`src/sv/mie_pkg.sv`:
```
// mie_pkg: shared types, constants and modular helpers for the modular inverse block
// used by mie_ctrl, mie_datapath and modular_inverse_euclid
`default_nettype none

package mie_pkg;

   localparam int WIDTH = 16;
   localparam int CNT_W = $clog2(WIDTH);

   // controller states
   typedef enum logic [2:0] {
      ST_IDLE,
      ST_REDUCE,
      ST_CHECK,
      ST_DIVIDE,
      ST_UPDATE,
      ST_FINISH
   } state_type;

   // commands from controller to datapath
   typedef struct packed {
      logic load;         // capture value, start reduction by modulus
      logic div_step;     // one restoring division bit
      logic init_euclid;  // r0 = m, r1 = a, t0 = 0, t1 = 1, start first division
      logic update;       // shift the euclid state, start next division
      logic emit_fail;    // present a no-inverse result
      logic emit_result;  // present the final result
   } cmd_type;

   // status from datapath to controller
   typedef struct packed {
      logic last_bit;   // division on its final bit
      logic rem_zero;   // division remainder is zero
      logic mod_small;  // modulus below two
   } status_type;

   // (x + y) mod m with x, y below m
   function automatic logic [WIDTH-1:0] add_mod(input logic [WIDTH-1:0] x,
                                                input logic [WIDTH-1:0] y,
                                                input logic [WIDTH-1:0] m);
      logic [WIDTH-1:0] gap;
      gap = m - y;
      add_mod = (x >= gap) ? x - gap : x + y;
   endfunction

   // (x - y) mod m with x, y below m
   function automatic logic [WIDTH-1:0] sub_mod(input logic [WIDTH-1:0] x,
                                                input logic [WIDTH-1:0] y,
                                                input logic [WIDTH-1:0] m);
      sub_mod = (x >= y) ? x - y : x + (m - y);
   endfunction

endpackage

`default_nettype wire

```
`src/sv/mie_ctrl.sv`:
```
// mie_ctrl: state machine sequencing reduction, euclid steps and result
// depends on mie_pkg
`default_nettype none

module mie_ctrl (
   input  wire logic                clock,
   input  wire logic                reset,
   input  wire logic                start,
   input  wire mie_pkg::status_type status,
   output logic                     busy,
   output mie_pkg::cmd_type         cmd
);

   mie_pkg::state_type state_ff, state_in;

   // state register
   always_ff @(posedge clock) begin
      if (reset) begin
         state_ff <= mie_pkg::ST_IDLE;
      end else begin
         state_ff <= state_in;
      end
   end

   // next state and commands
   always_comb begin
      state_in = state_ff;
      cmd      = '0;
      busy     = 1'b1;
      unique case (state_ff)
         mie_pkg::ST_IDLE: begin
            busy = 1'b0;
            if (start) begin
               cmd.load = 1'b1;
               state_in = mie_pkg::ST_REDUCE;
            end
         end
         mie_pkg::ST_REDUCE: begin
            cmd.div_step = 1'b1;
            if (status.last_bit) begin
               state_in = mie_pkg::ST_CHECK;
            end
         end
         mie_pkg::ST_CHECK: begin
            // reduced value now in the remainder
            if (status.mod_small || status.rem_zero) begin
               cmd.emit_fail = 1'b1;
               state_in      = mie_pkg::ST_IDLE;
            end else begin
               cmd.init_euclid = 1'b1;
               state_in        = mie_pkg::ST_DIVIDE;
            end
         end
         mie_pkg::ST_DIVIDE: begin
            cmd.div_step = 1'b1;
            if (status.last_bit) begin
               state_in = mie_pkg::ST_UPDATE;
            end
         end
         mie_pkg::ST_UPDATE: begin
            cmd.update = 1'b1;
            state_in   = status.rem_zero ? mie_pkg::ST_FINISH : mie_pkg::ST_DIVIDE;
         end
         mie_pkg::ST_FINISH: begin
            cmd.emit_result = 1'b1;
            state_in        = mie_pkg::ST_IDLE;
         end
         default: begin
            state_in = mie_pkg::ST_IDLE;
         end
      endcase
   end

endmodule

`default_nettype wire

```
`src/sv/mie_datapath.sv`:
```
// mie_datapath: modulus register, bit-serial divider, coefficient accumulator and result
// depends on mie_pkg
`default_nettype none

module mie_datapath (
   input  wire logic                       clock,
   input  wire logic                       reset,
   input  wire logic                       csr_write_enable,
   input  wire logic [mie_pkg::WIDTH-1:0]  csr_write_data,
   input  wire logic [mie_pkg::WIDTH-1:0]  req_value,
   input  wire mie_pkg::cmd_type           cmd,
   output mie_pkg::status_type             status,
   output logic                            rsp_valid,
   output logic [mie_pkg::WIDTH-1:0]       rsp_inverse,
   output logic                            rsp_no_inverse
);

   localparam int W = mie_pkg::WIDTH;

   logic [W-1:0]                modulus_ff;
   logic [W-1:0]                r0_ff, r1_ff, t0_ff, t1_ff;
   logic [W-1:0]                dividend_ff, divisor_ff, rem_ff, acc_ff;
   logic [mie_pkg::CNT_W-1:0]   cnt_ff;
   logic                        valid_ff;
   logic [W-1:0]                inverse_ff;
   logic                        no_inverse_ff;

   logic [W:0]                  trial;
   logic                        q_bit;
   logic [W-1:0]                rem_in;
   logic [W-1:0]                acc_dbl;
   logic [W-1:0]                acc_in;
   logic [W-1:0]                t2;

   // modulus register
   always_ff @(posedge clock) begin
      if (reset) begin
         modulus_ff <= W'(2);
      end else if (csr_write_enable) begin
         modulus_ff <= csr_write_data;
      end
   end

   // one restoring division bit, quotient folded into q * t1 mod m msb first
   always_comb begin
      trial   = {rem_ff, dividend_ff[W-1]};
      q_bit   = (trial >= {1'b0, divisor_ff});
      rem_in  = q_bit ? W'(trial - {1'b0, divisor_ff}) : trial[W-1:0];
      acc_dbl = mie_pkg::add_mod(acc_ff, acc_ff, modulus_ff);
      acc_in  = q_bit ? mie_pkg::add_mod(acc_dbl, t1_ff, modulus_ff) : acc_dbl;
      t2      = mie_pkg::sub_mod(t0_ff, acc_ff, modulus_ff);
   end

   // divider and euclid state
   always_ff @(posedge clock) begin
      if (cmd.load) begin
         dividend_ff <= req_value;
         divisor_ff  <= modulus_ff;
         rem_ff      <= '0;
         acc_ff      <= '0;
         cnt_ff      <= '0;
      end else if (cmd.div_step) begin
         dividend_ff <= {dividend_ff[W-2:0], 1'b0};
         rem_ff      <= rem_in;
         acc_ff      <= acc_in;
         cnt_ff      <= cnt_ff + 1'b1;
      end else if (cmd.init_euclid) begin
         r0_ff       <= modulus_ff;
         r1_ff       <= rem_ff;
         t0_ff       <= '0;
         t1_ff       <= W'(1);
         dividend_ff <= modulus_ff;
         divisor_ff  <= rem_ff;
         rem_ff      <= '0;
         acc_ff      <= '0;
         cnt_ff      <= '0;
      end else if (cmd.update) begin
         r0_ff       <= r1_ff;
         r1_ff       <= rem_ff;
         t0_ff       <= t1_ff;
         t1_ff       <= t2;
         dividend_ff <= r1_ff;
         divisor_ff  <= rem_ff;
         rem_ff      <= '0;
         acc_ff      <= '0;
         cnt_ff      <= '0;
      end
   end

   // result register, strobe for one cycle
   always_ff @(posedge clock) begin
      if (reset) begin
         valid_ff <= 1'b0;
      end else begin
         valid_ff <= cmd.emit_fail | cmd.emit_result;
      end
   end

   always_ff @(posedge clock) begin
      if (cmd.emit_fail) begin
         inverse_ff    <= '0;
         no_inverse_ff <= 1'b1;
      end else if (cmd.emit_result) begin
         inverse_ff    <= (r0_ff == W'(1)) ? t0_ff : '0;
         no_inverse_ff <= (r0_ff != W'(1));
      end
   end

   // status to controller
   always_comb begin
      status.last_bit  = (cnt_ff == mie_pkg::CNT_W'(W - 1));
      status.rem_zero  = (rem_ff == '0);
      status.mod_small = (modulus_ff < W'(2));
   end

   assign rsp_valid      = valid_ff;
   assign rsp_inverse    = inverse_ff;
   assign rsp_no_inverse = no_inverse_ff;

endmodule

`default_nettype wire

```
`src/sv/modular_inverse_euclid.sv`:
```
// modular_inverse_euclid: top level of the extended euclidean modular inverse
// depends on mie_pkg, mie_ctrl, mie_datapath
//
// Usage:
//   csr_write_enable / csr_write_data write the 16-bit modulus (reset value 2).
//   Write it only while busy is low and no result is outstanding.
//   A transaction is taken at a rising edge with start high and busy low;
//   req_value is sampled there and reduced modulo the modulus first.
//   One result per transaction: rsp_valid is high for exactly one cycle with
//   rsp_inverse and rsp_no_inverse; the receiver cannot stall it.
// Sequence:
//   reduction runs through the bit-serial divider, and each euclid step is a
//   full division through it followed by an update. A value that reduces
//   to zero gives its no-inverse result from the check after the reduction;
//   otherwise the result follows the last euclid step (there are at most
//   about 23 euclid steps for 16 bits).
//   busy drops as the result appears, so the next start may be taken then.
// Reset:
//   synchronous, active high; returns the controller to idle, clears the
//   result strobe and sets the modulus to 2.
`default_nettype none

module modular_inverse_euclid (
   input  wire logic                       clock,
   input  wire logic                       reset,
   input  wire logic                       csr_write_enable,
   input  wire logic [mie_pkg::WIDTH-1:0]  csr_write_data,
   input  wire logic                       start,
   output logic                            busy,
   input  wire logic [mie_pkg::WIDTH-1:0]  req_value,
   output logic                            rsp_valid,
   output logic [mie_pkg::WIDTH-1:0]       rsp_inverse,
   output logic                            rsp_no_inverse
);

   mie_pkg::cmd_type    cmd;
   mie_pkg::status_type status;

   // sequencing
   mie_ctrl u_ctrl (
      .clock  (clock),
      .reset  (reset),
      .start  (start),
      .status (status),
      .busy   (busy),
      .cmd    (cmd)
   );

   // arithmetic and result registers
   mie_datapath u_datapath (
      .clock            (clock),
      .reset            (reset),
      .csr_write_enable (csr_write_enable),
      .csr_write_data   (csr_write_data),
      .req_value        (req_value),
      .cmd              (cmd),
      .status           (status),
      .rsp_valid        (rsp_valid),
      .rsp_inverse      (rsp_inverse),
      .rsp_no_inverse   (rsp_no_inverse)
   );

endmodule

`default_nettype wire

```
`config.mk`:
```
export PLATFORM = sky130hd
export DESIGN_NAME = modular_inverse_euclid
export DESIGN_NICKNAME = d
export VERILOG_FILES = /design/src/sv/mie_pkg.sv /design/src/sv/mie_ctrl.sv /design/src/sv/mie_datapath.sv /design/src/sv/modular_inverse_euclid.sv
export SDC_FILE = /design/constraint.sdc
export NUM_CORES = 1
export LEC_CHECK = 0
export BUFFER_PORTS_ARGS = -buffer_cell sky130_fd_sc_hd__buf_2
export CAP_MARGIN = 25
export CORE_MARGIN = 2
export CORE_UTILIZATION = 35
export DETAILED_ROUTE_END_ITERATION = 16
export GPL_ROUTABILITY_DRIVEN = 0
export PLACE_DENSITY = 0.58
export SLEW_MARGIN = 20
export SYNTH_ARGS = -nofsm -noshare
export SYNTH_HDL_FRONTEND = slang
export SYNTH_SLANG_ARGS = --single-unit
```
`constraint.sdc`:
```
create_clock -name clock -period 6.3 [get_ports clock]
set_input_delay 1.575 -clock clock [delete_from_list [all_inputs] [get_ports clock]]
set_output_delay 1.575 -clock clock [all_outputs]
set_load 0.03 [all_outputs]
```
==> flow_metrics.py <==
metrics = {
    "layout": {
        "num-nets-final": 1729,
        "final_util_pct": 41.8,
        "antenna_cells": 0,
        "layout-drive-gt1-share_pct": 18.3,
        "syn_to_final_growth_pct": 18.5,
    },
    "clock_network": {
        "cts_root_buf": "clkbuf_16",
        "clockBufferDepth": 2,
        "hold_buffers": 0,
        "insertion_delay_ps": 450,
        "cts_tree": "built",
        "cts_sinks": 169,
        "numCtsBuffers": 17,
        "h-tree-depth": 4,
        "cts.clk_slew.worst_paths_ps": 80,
    },
    "global_routing": {
        "grt_max_degree": 66,
        "grt_pass1_vias": 10516,
        "gr-total-overflow": 0,
        "antenna_found_initial": 0,
        "track_usage_pct": 20.2,
        "grt_first_pass_wirelength_um": 59500,
    },
    "sta": {
        "relSlewSlack_pct": 28.1,
        "slew_violations": 0,
        "grt_setup_unrepaired": "yes",
        "period_needed_ps": 6140,
        "fin_skew_ps": 18.1,
        "finalCritPeriodShare_pct": 97.5,
        "max_clock_freq_mhz": 163,
        "setup_viol": 0,
        "finalHoldViolations": 0,
        "holdWs_ps": 448,
        "worst_pin_slew_ps": 1080,
        "fin_ws_ps": 157,
    },
    "floorplanning": {
        "die_area_um2": 38100,
        "initial_core_util_pct": 35.3,
        "io_pins": 55,
        "rows": 70,
        "die_h_um": 195,
        "die_w_um": 195,
        "coreArea_um2": 36300,
    },
    "power": {
        "vdd_drop_max_mv": 0.229,
        "p_per_area_nw_per_um2": 640,
        "p_sw_uw": 4510,
        "p_seq_share_pct": 17.2,
        "switching_share_pct": 46.5,
        "intPower_uw": 5190,
        "power_frac_comb_pct": 71.9,
        "clkPwrFrac_pct": 10.8,
        "p_leak_uw": 0.00660,
    },
    "routing": {
        "drt_wl_total_um": 38800,
        "vias": 11190,
        "viasPerCell": 5.49,
        "wire_per_inst_um": 19.0,
        "drt_first_pass_iters": 5,
        "drt_iter0_drc": 877,
        "drc": 0,
        "ant_nets": 0,
    },
    "outcome": {
        "status": "finished, final reports clean",
    },
    "hold_path": {
        "hp-start": "u_datapath.rsp_no_inverse$_SDFFE_PP1P_",
        "hold_class": "flip-flop to flip-flop",
    },
    "place": {
        "dp.final_hpwl_um": 29200,
        "dpl_worst_slack_ps": -283,
        "port_buffers": 54,
    },
    "critical_path": {
        "startpoint_type": "flip-flop",
        "crit_start": "u_datapath.modulus_ff[0]$_SDFFE_PP0P_",
        "worstSetupEndpointType": "flip-flop",
        "cp_max_fo": 13,
        "r2r-start": "u_datapath.modulus_ff[0]$_SDFFE_PP0P_",
        "worstPathArrival_ps": 6500,
        "crit_required_ps": 6660,
        "critPathMaxStageDelay_ps": 390,
        "slowest_stage": "fa_2",
        "critical_path_class": "flip-flop to flip-flop",
    },
    "logic_synthesis": {
        "ys_types": 81,
        "synth_area_um2": 12800,
        "async_flop_share_pct": 0,
        "syn_nets": 1589,
        "synth_top_flop_cell": "edfxtp_1",
        "syn_avg_cell_area_um2": 9.01,
        "ys_ff_latch": 169,
        "syn_inst": 1419,
        "synth_edf_count": 96,
        "synth-warning-count": 0,
        "yosysSeqAreaShare_pct": 34.0,
    },
    "flow_run": {
        "drv_cap": 0,
    },
}
## layout by cell type, fill, tap and decap left out, types with 15 or more instances in the layout
master / n
nor2b_1: 16
nand3_1: 35
nor4_1: 16
nand2_1: 125
edfxtp_1: 96
mux2i_1: 34
buf_4: 105
nand2b_1: 33
clkbuf_16: 18
xnor2_1: 64
ha_1: 119
a22oi_1: 15
dfxtp_1: 71
nor3_1: 24
inv_1: 104
buf_2: 54
a22o_1: 20
nor2_1: 115
xor2_1: 34
o21ai_0: 60
a21o_1: 25
a21oi_1: 89
mux2_2: 19
## state kept, by name, indices dropped and copies added (netlist names), 4 cells and up
| signal | count |
|---|---|
| u_datapath.r1_ff | 16 |
| u_datapath.divisor_ff | 16 |
| u_datapath.t0_ff | 16 |
| u_datapath.acc_ff | 16 |
| u_datapath.modulus_ff | 16 |
| u_datapath.dividend_ff | 16 |
| u_datapath.rem_ff | 16 |
| u_datapath.rsp_inverse | 16 |
| u_datapath.cnt_ff | 4 |
| u_datapath.t1_ff | 16 |
| u_datapath.r0_ff | 16 |
## cell families after synthesis
kind of cell               Yosys count  synth area share [%]
muxes                               57                  4.73
AOI/OAI and AO/OA                  372                  19.9
adders and majority gates          134                  13.6
and+or+nand+nor                    437                  16.2
DFF                                169                  34.0
buffers and inverters              151                  4.73
xor gates and xnor gates            99                  6.89
## synthesized netlist by cell type (4+ instances only)
master,number,area share [%]
o2111ai_1,4,0.27
xor2_1,34,2.3
buf_2,4,0.16
nor4_1,16,0.78
o32ai_1,6,0.41
nor2b_1,18,0.88
a21oi_1,98,3.8
o22ai_1,11,0.54
a21o_1,25,1.5
o21a_1,11,0.65
nand3_1,36,1.4
nand2_1,125,3.7
or3_1,13,0.64
a41oi_1,5,0.34
ha_1,126,12
edfxtp_1,96,23
mux2_2,19,1.7
a22oi_1,15,0.88
a22o_1,20,1.4
fa_1,8,1.3
clkbuf_1,32,0.94
a21boi_0,5,0.29
a221oi_1,4,0.27
o21ai_0,66,2.6
o31a_1,4,0.27
a211oi_1,10,0.59
a31oi_1,7,0.34
nand4_1,14,0.68
mux2i_1,36,2.8
dfxtp_1,73,11
inv_1,108,3.2
xnor2_1,64,4.4
a211o_1,4,0.27
o21bai_1,12,0.70
o31ai_1,14,0.82
and2_1,7,0.34
a2111oi_0,5,0.34
nand2b_1,34,1.7
o211ai_1,14,0.82
nor3_1,27,1.1
or2_2,7,0.34
and3_1,11,0.54
nor2_1,118,3.5
## final timing paths
kind                                            endpoint  slack (ps)  cells past startpoint
hold / removal    u_datapath.rsp_no_inverse$_SDFFE_PP1P_         450                      2
setup reg to reg      u_datapath.acc_ff[15]$_SDFFE_PP0P_         160                     31
setup / recovery      u_datapath.acc_ff[15]$_SDFFE_PP0P_         160                     31
hold reg to reg   u_datapath.rsp_no_inverse$_SDFFE_PP1P_         450                      2
## per-layer routing
| layer | wire length, um | vias up | global-route usage [%] |
|---|---|---|---|
| met5 | 0 | - | 0 |
| met4 | 1310 | 0 | 8.11 |
| met3 | 1810 | 57 | 2.47 |
| met2 | 17300 | 306 | 31.7 |
| met1 | 18400 | 5354 | 28.2 |
| li1 | - | 5473 | - |
## repair_timing
action | CTS | global route
cloned | 0 | 1
pin swaps | 1 | 47
buffers inserted | 0 | 12
setup endpoints to repair | 5 | 16
gates resized for setup | 10 | 48
## stage by stage
stage / cell area, um^2 / setup TNS, ps / power (uW) / std cells
after floorplan: 12800 / 0 / 6310 / 1419
after global placement: 14200 / -332 / 8100 / 1995
after detailed placement: 14200 / -658 / 8210 / 1995
after CTS: 14800 / 0 / 9350 / 2027
after global routing: 15100 / -574 / 10500 / 2040
final: 15100 / 0 / 9700 / 2040
## area by class of cell
class                           instances  area, um^2
Inverter                              108         405
Clock inverter                         14         148
Sequential cell                       169        4350
Fill cell                            3623       21100
Tap cell                              468         586
Timing Repair Buffer                  164        1150
Clock buffer                           18         429
Multi-Input combinational cell       1099        8090
## critical path: cells and delay by family (launching register included)
family                     cells  cell delay [ps]
adders and majority gates      4             1160
DFF                            1              320
xor gates and xnor gates       1              140
and+or+nand+nor                5              920
AOI/OAI and AO/OA             14             2490
muxes                          1              250
buffers and inverters          6              740
## power by group through the flow
| stage | logic [uW] | registers, uW | clock network [uW] |
|---|---|---|---|
| floorplan | 4690 | 1620 | 0 |
| global placement | 6400 | 1690 | 0 |
| detailed placement | 6520 | 1690 | 0 |
| CTS | 6610 | 1670 | 1070 |
| global route | 7700 | 1700 | 1110 |
| finish | 6970 | 1670 | 1050 |
Note: power is estimated with default switching activity, not from simulation.
